==> config.mk <==
export PLATFORM = sky130hd
export DESIGN_NAME = fir_ctrl
export DESIGN_NICKNAME = d
export VERILOG_FILES = /design/src/rtl/fir_pkg.sv /design/src/rtl/fir_ctrl.sv
export SDC_FILE = /design/constraint.sdc
export NUM_CORES = 1
export LEC_CHECK = 0
export ABC_CLOCK_PERIOD_IN_PS = 5900
export BUFFER_PORTS_ARGS = -buffer_cell sky130_fd_sc_hd__buf_2
export CAP_MARGIN = 20
export CORE_MARGIN = 2
export CORE_UTILIZATION = 58
export CTS_CLUSTER_SIZE = 10
export DETAILED_ROUTE_END_ITERATION = 6
export PLACE_DENSITY = 0.82
export SLEW_MARGIN = 5
export SYNTH_ARGS = -nofsm -noshare
export SYNTH_HDL_FRONTEND = slang
export SYNTH_SLANG_ARGS = --single-unit
==> constraint.sdc <==
create_clock -name clk -period 5.9 [get_ports clk]
set_input_delay 0.295 -clock clk [delete_from_list [all_inputs] [get_ports clk]]
set_output_delay 0.295 -clock clk [all_outputs]
set_load 0.02 [all_outputs]
==> src/rtl/fir_pkg.sv <==
// ----------------------------------------------------------------------------
// FIR filter package
// Shared sizes, codes and the command and status bundles of the FIR filter.
// ----------------------------------------------------------------------------
package fir_pkg;

  localparam int TAPS        = 256;
  localparam int SAMPLE_BITS = 24;
  localparam int TAP_W       = $clog2(TAPS);
  localparam int CNT_W       = TAP_W + 1;
  localparam int TAPCNT_W    = 9;
  localparam int IDX_W       = 8;
  localparam int KIND_W      = 2;
  localparam int PROD_W      = 2 * SAMPLE_BITS;
  localparam int ACC_W       = PROD_W + TAP_W;
  localparam int FRAC        = SAMPLE_BITS - 1;
  localparam int DRAIN_CYCLES = 2;
  localparam int DRAIN_W     = (DRAIN_CYCLES > 1) ? $clog2(DRAIN_CYCLES) : 1;

  typedef enum logic [KIND_W-1:0] {
    KIND_FILTER = 2'd0,
    KIND_LOAD   = 2'd1,
    KIND_CLEAR  = 2'd2
  } kind_t;

  typedef enum logic [1:0] {
    S_IDLE,
    S_MAC,
    S_DRAIN,
    S_OUT
  } state_t;

  typedef struct packed {
    logic             hist_wr;
    logic             coef_wr;
    logic             hist_clr;
    logic             mac_start;
    logic             issue;
    logic [TAP_W-1:0] tap_k;
    logic             load_out;
  } cmd_t;

  typedef struct packed {
    logic out_busy;
  } sts_t;

endpackage

==> src/rtl/fir_ctrl.sv <==
// ----------------------------------------------------------------------------
// FIR filter controller
// Decodes requests, holds the tap count and sequences the multiply-accumulate.
// ----------------------------------------------------------------------------
module fir_ctrl (
  input  logic                             clk,
  input  logic                             rst_n,
  input  logic                             in_valid,
  output logic                             in_ready,
  input  logic [fir_pkg::KIND_W-1:0]       in_kind,
  input  logic                             cfg_valid,
  output logic                             cfg_ready,
  input  logic [fir_pkg::TAPCNT_W-1:0]     cfg_data,
  input  fir_pkg::sts_t                    sts,
  output fir_pkg::cmd_t                    cmd
);

  fir_pkg::state_t                state_r, state_nxt;
  logic [fir_pkg::CNT_W-1:0]      k_r, k_nxt;
  logic [fir_pkg::DRAIN_W-1:0]    drain_r, drain_nxt;
  logic [fir_pkg::TAPCNT_W-1:0]   tap_count_r;
  logic [fir_pkg::CNT_W-1:0]      n_eff;

  assign cfg_ready = 1'b1;

  always_ff @(posedge clk) begin
    if (!rst_n) begin
      tap_count_r <= fir_pkg::TAPCNT_W'(1);
    end else if (cfg_valid) begin
      tap_count_r <= cfg_data;
    end
  end

  // A tap count of zero runs one tap; counts beyond the array run all taps.
  always_comb begin
    if (tap_count_r == '0) begin
      n_eff = fir_pkg::CNT_W'(1);
    end else if (32'(tap_count_r) > fir_pkg::TAPS) begin
      n_eff = fir_pkg::CNT_W'(fir_pkg::TAPS);
    end else begin
      n_eff = fir_pkg::CNT_W'(tap_count_r);
    end
  end

  always_ff @(posedge clk) begin
    if (!rst_n) begin
      state_r <= fir_pkg::S_IDLE;
      k_r     <= '0;
      drain_r <= '0;
    end else begin
      state_r <= state_nxt;
      k_r     <= k_nxt;
      drain_r <= drain_nxt;
    end
  end

  always_comb begin
    state_nxt = state_r;
    k_nxt     = k_r;
    drain_nxt = drain_r;
    cmd       = '0;
    cmd.tap_k = k_r[fir_pkg::TAP_W-1:0];
    in_ready  = (state_r == fir_pkg::S_IDLE);
    unique case (state_r)
      fir_pkg::S_IDLE: begin
        if (in_valid) begin
          unique case (fir_pkg::kind_t'(in_kind))
            fir_pkg::KIND_FILTER: begin
              cmd.hist_wr   = 1'b1;
              cmd.mac_start = 1'b1;
              k_nxt         = '0;
              state_nxt     = fir_pkg::S_MAC;
            end
            fir_pkg::KIND_LOAD:  cmd.coef_wr  = 1'b1;
            fir_pkg::KIND_CLEAR: cmd.hist_clr = 1'b1;
            default: ;
          endcase
        end
      end
      fir_pkg::S_MAC: begin
        cmd.issue = 1'b1;
        k_nxt     = k_r + fir_pkg::CNT_W'(1);
        if (k_r == n_eff - fir_pkg::CNT_W'(1)) begin
          drain_nxt = '0;
          state_nxt = fir_pkg::S_DRAIN;
        end
      end
      fir_pkg::S_DRAIN: begin
        drain_nxt = drain_r + fir_pkg::DRAIN_W'(1);
        if (32'(drain_r) == fir_pkg::DRAIN_CYCLES - 1) begin
          state_nxt = fir_pkg::S_OUT;
        end
      end
      fir_pkg::S_OUT: begin
        if (!sts.out_busy) begin
          cmd.load_out = 1'b1;
          state_nxt    = fir_pkg::S_IDLE;
        end
      end
      default: state_nxt = fir_pkg::S_IDLE;
    endcase
  end

  a_load_when_free: assert property (@(posedge clk) disable iff (!rst_n)
    cmd.load_out |-> !sts.out_busy)
    else $error("result loaded while the output register is still held");

  a_start_enters_mac: assert property (@(posedge clk) disable iff (!rst_n)
    cmd.mac_start |=> (state_r == fir_pkg::S_MAC) && (k_r == '0))
    else $error("sample request did not start the tap sweep at tap zero");

  a_tap_in_range: assert property (@(posedge clk) disable iff (!rst_n)
    (state_r == fir_pkg::S_MAC) |-> (k_r < n_eff))
    else $error("tap counter ran past the tap count");

endmodule

=== Yosys cells after proc, flatten, opt, wreduce, memory -nomap -nowiden ===
Index checks and enable logic that the tools add are counted.

* $add $sub $neg: 3
* Order comparisons: 1
* Eq/ne operators: 11
* Multiplexer cells: 21
* Reduce and logical (&&, ||, !) cells: 8

{| class="wikitable"
|+ Operator list
! cell !! count
|-
| $mux 9 || 4
|-
| $pmux 9 s2 || 1
|-
| $mux 2 || 5
|-
| $add 9x1->9 const B || 1
|-
| $eq 9x9->1 || 1
|-
| $gt 9x9->1 const B || 1
|-
| $logic_not 9->1 || 1
|-
| $sub 9x1->9 const B || 1
|-
| $mux 4 || 2
|-
| $ne 2x2->1 const B || 4
|-
| $pmux 2 s4 || 1
|-
| $mux 1 || 7
|-
| $eq 2x2->1 const B || 3
|-
| $reduce_and 5->1 || 1
|-
| $eq 2x1->1 const B || 2
|-
| $logic_not 2->1 || 2
|-
| $reduce_bool 2->1 || 2
|-
| $reduce_and 3->1 || 1
|-
| $ne 2x1->1 const B || 1
|-
| $pmux 1 s2 || 1
|-
| $reduce_and 2->1 || 1
|-
| $add 1x1->1 const B || 1
|}

* Register bits: 21
* Bits of input ports: 16

=== Depth between registers and ports, before layout ===
Gate-level depths: netlist of the first run.

* Depth after elaboration: 7
* Depth in mapped cells: 12

=== Least setup slack after synthesis of the first run ===
OpenSTA, ideal clock, no wires.

* Kind: register to register
* Start: register tap_count_r[8] (netlist name)
* End: register state_r[0]
* Library setup time: 0.063 ns
* Arrival time: 3.347 ns
* Data required time: 5.837 ns
* Path slack: 2.490 ns
* Cell stages (with the launch flop): 13
* Path buffers: 3
* Cell sequence: dfxtp_1 -> buf_1 -> inv_1 -> a32oi_1 -> ha_1 -> clkbuf_1 -> or4b_2 -> o211ai_1 -> xor2_1 -> or4_1 -> clkbuf_2 -> or4_1 -> nand3_1

* Cells in the longest elaborated chain, start to end: 7
* Elaborated cells between the ends (all ways): 8
* Those cells by class: 1 x add/sub; 1 x order compare; 2 x eq/ne; 2 x mux; 2 x reduce/logical

{| class="wikitable"
|+ Ends and longest elaborated chain
! element !! RTL line !! source
|-
| start: declaration || fir_ctrl.sv:21 || <nowiki>logic [fir_pkg::TAPCNT_W-1:0] tap_count_r;</nowiki>
|-
| start signal: assignment || fir_ctrl.sv:28 || <nowiki>tap_count_r <= fir_pkg::TAPCNT_W'(1);</nowiki>
|-
| start signal: assignment || fir_ctrl.sv:30 || <nowiki>tap_count_r <= cfg_data;</nowiki>
|-
| $gt 9x9->1 || fir_ctrl.sv:38 || <nowiki>end else if (32'(tap_count_r) > fir_pkg::TAPS) begin</nowiki>
|-
| $mux 9 || fir_ctrl.sv:38 ||
|-
| $mux 9 * || fir_ctrl.sv:36 || <nowiki>if (tap_count_r == '0) begin</nowiki>
|-
| $sub 9x1->9 * || fir_ctrl.sv:83 || <nowiki>if (k_r == n_eff - fir_pkg::CNT_W'(1)) begin</nowiki>
|-
| $eq 9x9->1 * || fir_ctrl.sv:83 ||
|-
| $ne 2x2->1 (no line) * || -- ||
|-
| $reduce_and 5->1 (no line) * || -- ||
|-
| end signal: assignment || fir_ctrl.sv:47 || <nowiki>state_r <= fir_pkg::S_IDLE;</nowiki>
|-
| end signal: assignment || fir_ctrl.sv:51 || <nowiki>state_r <= state_nxt;</nowiki>
|-
| end: declaration || fir_ctrl.sv:18 || <nowiki>fir_pkg::state_t state_r, state_nxt;</nowiki>
|}

Every way passes the cells marked *; elsewhere a longest branch is shown, timed or not.
A chain may end at the register's enable or synchronous reset.

=== Worst setup path in the final report of the first run ===
Ends and elaborated chain as after synthesis.

==> results_dict.tcl, run 1 <==
set metrics [dict create \
    status "finished clean" \
    syn2layout_area_growth_pct 6.52 \
    worst_path_max_delay_cell "dfxtp_1" \
    clk_path_buf_depth 2 \
    first_pass_iters 4 \
    crit_type "flip-flop to flip-flop" \
    synthesis.area_per_instance_um2 8.18 \
    synthTopCellsByArea "dfxtp_1, mux2i_1, nor2b_1" \
    yosys.area.top_type "dfxtp_1" \
    path_clk_slew_ns 0.12 \
    clk_latency_ns 0.32 \
    route.detailed.drc 0 \
    end_kind "flip-flop" \
    hp-class "primary input to flip-flop" \
    synth_fp_nets 205 \
    num_io_pins 32 \
    numClockSinks 21 \
    fin_crit_sh_pct 60.3 \
    setup_viol 0 \
    fin_crit_ns 3.55 \
    synth_ff_type "dfxtp_1" \
    yosysMostFrequentCell "dfxtp_1" \
    vias_per_cell 5.95 \
    antenna_found_initial 0 \
    cp_common_cell "or4_1" \
    fin_hold_ws_ns 0.187 \
    cpPeakStageDelay_ns 0.62 \
    ant_nets 0 \
    wl_per_cell_um 13.4 \
    cts_tree "built" \
    place_congestion 0.849 \
    overflow 0 \
    ctsHtreeMaxLevel 1 \
    grtUsageTotal_pct 22.1 \
    drive_gt1_share_pct 19.2 \
    synth_compound_area_share_pct 15.9 \
    grt_setup_unrepaired "no" \
    portBuffers 30 \
    ys_ff_latch 21 \
    cp-start-kind "flip-flop" \
    dr.first_iter.drc_count 24 \
    worst_pin_slew_ns 0.582 \
    power.total_w 0.000400 \
    ctsResizeCount 0 \
    grt_pass1_vias 1080 \
    muxShareOfSynthArea_pct 7.35 \
    die_h_um 54.8 \
    core_mm2 0.00245 \
    synthTopCellsByCount "dfxtp_1, nand2_1, nor2b_1" \
    hold_viol_final 0 \
    use_met3_pct 4.92 \
    path_cells "inv_1 -> a32oi_1 -> ha_1 -> or4b_2 -> o211ai_1 -> xor2_1 -> or4_1 -> or4_1 -> nand3_1" \
    antenna_cells 0 \
    final-seq-area_um2 420 \
    cts_setup_buffers 0 \
    critPathTopFamily "simple AND/OR/NAND/NOR gates" \
    grtUsageMet2_pct 35.7 \
    p_per_area_mw_per_mm2 250 \
    synth_top_family_by_area "simple AND/OR/NAND/NOR gates" \
    start_util_pct 61.0 \
    leakagePower_nw 0.676 \
    hpwl_um 2350 \
    via_count 1356 \
    grt_max_degree 23 \
    seq_area_frac_synth_pct 28.1 \
    arrival_ns 3.83 \
    fp-row-count 18 \
    crit_fanout 14 \
    yosysWarningCount 0 \
    synth_edf_count 0 \
    fmax_ghz 0.281 \
    num-nets-final 221 \
    tns_ns 0 \
    die_area_mm2 0.00300 \
    cts_root_buf "clkbuf_4" \
    met1_usage_pct 28.9 \
    synthesis.area_mm2 0.00150 \
    synth_top_area_share_pct 28.1 \
    numCtsBuffers 3 \
    cp.buffers_inverters 1 \
    synth_cell_types 42 \
    slew_violations 0 \
    crit_required_ns 6.17 \
    wl_um 3050 \
    synthCells 183 \
    num-fill-cells 228 \
    multi_input_area_um2 925 \
    synth_xor_area_share_pct 7.60 \
    grt.busiest_layer "met2" \
    post-route-util_pct 65.0 \
    relSlewSlack_pct 61.1 \
    synth_fa_ha_area_share_pct 5.01 \
    ctsHoldBuffers 0 \
    ir_drop_uv 185 \
    timing.max_cap.violations 0 \
    ys_async_sr_fraction_pct 0 \
    grt_pass1_wl_um 4770 \
    final.setup_skew_ns 0.00457 \
    synth_simple_gate_area_share_pct 25.6 \
    die_w_um 54.8 \
]
[final cells by class]
type,instances,area share [%]
clock inverters,1,0.314
repair buffers,31,9.73
multi-input cells,134,58.0
inverters,8,1.88
flip-flops and latches,21,26.4
clock buffers,3,1.41
well taps,30,2.35
[sequential cells by signal, summed over array words and instances, names as in the netlist]
name,count
drain_r,1
k_r,9
state_r,2
tap_count_r,9
[worst paths after layout]
path	from	cells after the start	end	slack [ns]
setup / recovery	tap_count_r[8]$_SDFFE_PN0P_	9	state_r[0]$_SDFFE_PN0P_	2.35
setup reg to reg	tap_count_r[8]$_SDFFE_PN0P_	9	state_r[0]$_SDFFE_PN0P_	2.35
hold reg to reg	drain_r$_SDFFE_PN0P_	2	drain_r$_SDFFE_PN0P_	0.50
hold / removal	cfg_data[0]	3	tap_count_r[0]$_SDFFE_PN1P_	0.19
[cells in the final DEF (no fill, tap or decap), drive strengths merged, types with 3 or more instances in the layout]
cell type and n:
buf 30, dfxtp 21, nand2 14, nor2b 14, nor2 12, mux2i 11
xor2 10, inv 8, a31oi 7, ha 6, nor4 5, or4 5
a21oi 4, nand3 4, o21ai 4, clkbuf 4, nor3b 3, nor3 3
o211ai 3, xnor2 3, or3 3, o2111ai 3
[stage by stage]
step | area, um2 | cells | setup WS (ns)
2_1_floorplan | 1500 | 183 | 2.49
3_3_place_gp | 1560 | 223 | 2.56
3_5_place_dp | 1560 | 223 | 2.41
4_1_cts | 1590 | 227 | 2.38
5_1_grt | 1600 | 228 | 2.16
6_report | 1600 | 228 | 2.35
[power breakdown]
group | switching (W) | internal [W] | leakage (nW) | total [W]
clock network | 0.0000473 | 0.0000254 | 0.0177 | 0.0000727
logic | 0.0000935 | 0.0000617 | 0.487 | 0.000155
registers | 0.0000182 | 0.000154 | 0.171 | 0.000172
[worst min-delay path, cell delays in order]
cell,delay (ns)
buf_2,0.08
mux2i_1,0.06
nand2_1,0.06
[routing by layer]
metal	share of wire, %	wire length, um
met5	0	0
met4	1.1	35
met3	5.1	157
met2	46	1410
met1	47	1450
[cells by family after synthesis]
group | count (synthesis)
other | 1
xor gates and xnor gates | 13
muxes | 11
adders and majority gates | 6
AOI/OAI and AO/OA | 33
DFF | 21
buffers and inverters | 28
and+or+nand+nor | 70
(Power assumes the default switching activity.)
==> run 2: changes to the inputs <==
- ABC_AREA: unset -> 1
- ABC_CLOCK_PERIOD_IN_PS: 5900 -> 3200
- CORE_UTILIZATION: 58 -> 49
- PLACE_DENSITY: 0.82 -> 0.74
- clock period: 5.9 -> 3.2 ns (I/O delays scaled with it)
==> run 2 against run 1 <==
Effect of this change:
- the flow now finishes with violations (DRC)
- die area grew 15%
- worst setup slack lost 1.6 ns
- wire length shrank 3.1%
- clock skew grew 0.0046 ns
- maximum frequency grew 46%
- via count grew 4.9%
- non-clock buffer count shrank 1
- critical path depth grew 10
- sequential power grew 80%
- final area shrank 0.16%
- register-to-register slack lost 1.6 ns
==> results_dict.tcl, run 2 <==
set metrics [dict create \
    status "finished with violations" \
    violations "DRC" \
    cts_setup_buffers 0 \
    drive_gt1_share_pct 18.4 \
    fin_hold_ws_ns 0.0740 \
    synthTopCellsByArea "dfxtp_1, nand2_1, nor2_1" \
    ys_async_sr_fraction_pct 0 \
    synthTopCellsByCount "nand2_1, nor2_1, inv_1" \
    top_layer "met4" \
    p_switching_w 0.000293 \
    seq_area_frac_synth_pct 28.6 \
    first_pass_iters 6 \
    yosys.area.top_type "dfxtp_1" \
    hp-class "primary input to flip-flop" \
    dr_wl_met3_um 110 \
    synth_edf_count 0 \
    synth_top_area_share_pct 28.6 \
    cp-start-kind "flip-flop" \
    yosysWarningCount 0 \
    ys_ff_latch 21 \
    overflow 0 \
    yosysMostFrequentCell "nand2_1" \
    final.setup_skew_ns 0.00921 \
    die_h_um 58.8 \
    pwr-share-comb_pct 40.0 \
    clk_path_buf_depth 2 \
    end_kind "flip-flop" \
    path_clk_slew_ns 0.10 \
    timing.max_cap.violations 0 \
    final_common_cell "nand2_1" \
    start_util_pct 52.5 \
    wl_per_cell_um 10.7 \
    ctsHoldBuffers 0 \
    wl_um 2960 \
    hold_viol_final 0 \
    seqPwrFrac_pct 42.4 \
    setup_viol 0 \
    crit_required_ns 3.40 \
    clockPowerShare_pct 17.6 \
    antenna_found_initial 0 \
    min_path_cells 3 \
    biggestRegsByFlops "k_r x9, tap_count_r x9, state_r x2" \
    grt_pass1_wl_um 4970 \
    hpwl_um 2360 \
    fmax_ghz 0.411 \
    numClockSinks 21 \
    fin_crit_sh_pct 76.0 \
    leakagePower_nw 0.769 \
    numCtsBuffers 3 \
    core_mm2 0.00281 \
    die_area_mm2 0.00346 \
    reg2reg_depth 19 \
    grt_max_degree 13 \
    synth_cell_types 31 \
    relSlewSlack_pct 65.2 \
    p_sw_share_pct 40.1 \
    crit_fanout 8 \
    synthesis.area_mm2 0.00147 \
    synth_fp_nets 246 \
    final_cell_mix "nand2_1, nor2_1, buf_2" \
    synthesis.area_per_instance_um2 6.57 \
    antenna_cells 0 \
    worst_pin_slew_ns 0.519 \
    syn2layout_area_growth_pct 8.25 \
    internal_power_w 0.000437 \
    ctsHtreeMaxLevel 1 \
    grt_pass1_vias 1205 \
    vias_per_cell 5.16 \
    p_per_area_mw_per_mm2 458 \
    ant_nets 0 \
    num_io_pins 32 \
    dr_wl_met2_um 1410 \
    num-fill-cells 299 \
    ir_drop_uv 283 \
    clk_latency_ns 0.31 \
    wl_met1_um 1380 \
    place_congestion 0.833 \
    fin_crit_ns 2.43 \
    grt_setup_unrepaired "no" \
    synthCells 224 \
    grtUsageTotal_pct 18.5 \
    num-nets-final 268 \
    ctsResizeCount 0 \
    cts_tree "built" \
    cts_root_buf "clkbuf_4" \
    synth_ff_type "dfxtp_1" \
    portBuffers 30 \
    dr.first_iter.drc_count 38 \
    tns_ns 0 \
    fp-row-count 19 \
    via_count 1423 \
    crit_type "flip-flop to flip-flop" \
    slew_violations 0 \
    route.detailed.drc 1 \
    die_w_um 58.8 \
    arrival_ns 2.63 \
]
[run 2: layout make-up]
| class | instances | area [um2] | area share, % |
|---|---|---|---|
| Timing Repair Buffer | 30 | 150 | 9.43 |
| Sequential cell | 21 | 420 | 26.4 |
| Multi-Input combinational cell | 162 | 852 | 53.5 |
| Tap cell | 31 | 38.8 | 2.44 |
| Inverter | 28 | 105 | 6.60 |
| Clock buffer | 4 | 26.3 | 1.65 |
[run 2: power by group through the flow]
stage,Sequential [W],Combinational (W),Clock [W]
floorplan,0.000308,0.000239,0
global placement,0.000315,0.000290,0
detailed placement,0.000315,0.000291,0
CTS,0.000310,0.000293,0.000130
global route,0.000314,0.000330,0.000145
finish,0.000310,0.000292,0.000128
[run 2: metrics by stage]
step	worst slack [ns]	util, %	cell area, um2	cells	total power (W)
finish	0.769	56.8	1590	276	0.000730
global route	0.509	56.8	1590	276	0.000789
CTS	0.769	56.8	1590	276	0.000733
detailed placement	0.801	55.8	1570	272	0.000606
global placement	0.843	55.8	1570	272	0.000605
floorplan	0.789	-	1470	224	0.000547
[run 2: metal layers]
layer	global-route usage (%)	vias up
met5	0	-
met4	7.79	0
met3	2.64	5
met2	32.7	28
met1	22.2	628
li1	-	762
[run 2: logic make-up after synthesis]
| group | share of synthesized area [%] |
|---|---|
| flip-flops | 28.6 |
| AND/OR/NAND/NOR | 35.0 |
| AO/OA/AOI/OAI | 13.6 |
| XOR/XNOR | 3.91 |
| other | 0.255 |
| buffers and inverters | 13.5 |
| adder cells (fa/ha/maj) | 5.10 |
[run 2: final timing paths]
kind | start | endpoint | slack [ns]
min | cfg_data[6] | tap_count_r[6]$_SDFFE_PN0P_ | 0.07
max reg2reg | tap_count_r[4]$_SDFFE_PN0P_ | state_r[1]$_SDFFE_PN0P_ | 0.77
max | tap_count_r[4]$_SDFFE_PN0P_ | state_r[1]$_SDFFE_PN0P_ | 0.77
min reg2reg | k_r[8]$_SDFFE_PN0P_ | k_r[8]$_SDFFE_PN0P_ | 0.46
[run 2: worst max-delay path, stage by stage, from the launching register on]
cell	delay, ns
dfxtp_1	0.38
nor2_2	0.14
nand2_2	0.08
o21ai_4	0.27
nand2_4	0.12
ha_1	0.24
nand2_1	0.11
clkinv_1	0.13
nand2_1	0.08
nand2_1	0.06
nand2_1	0.06
nand2_1	0.04
nand2_1	0.05
nand2_1	0.06
nor2_2	0.14
nand3_2	0.09
nand2_4	0.09
nand2_1	0.05
nand2_1	0.08
a21oi_2	0.05
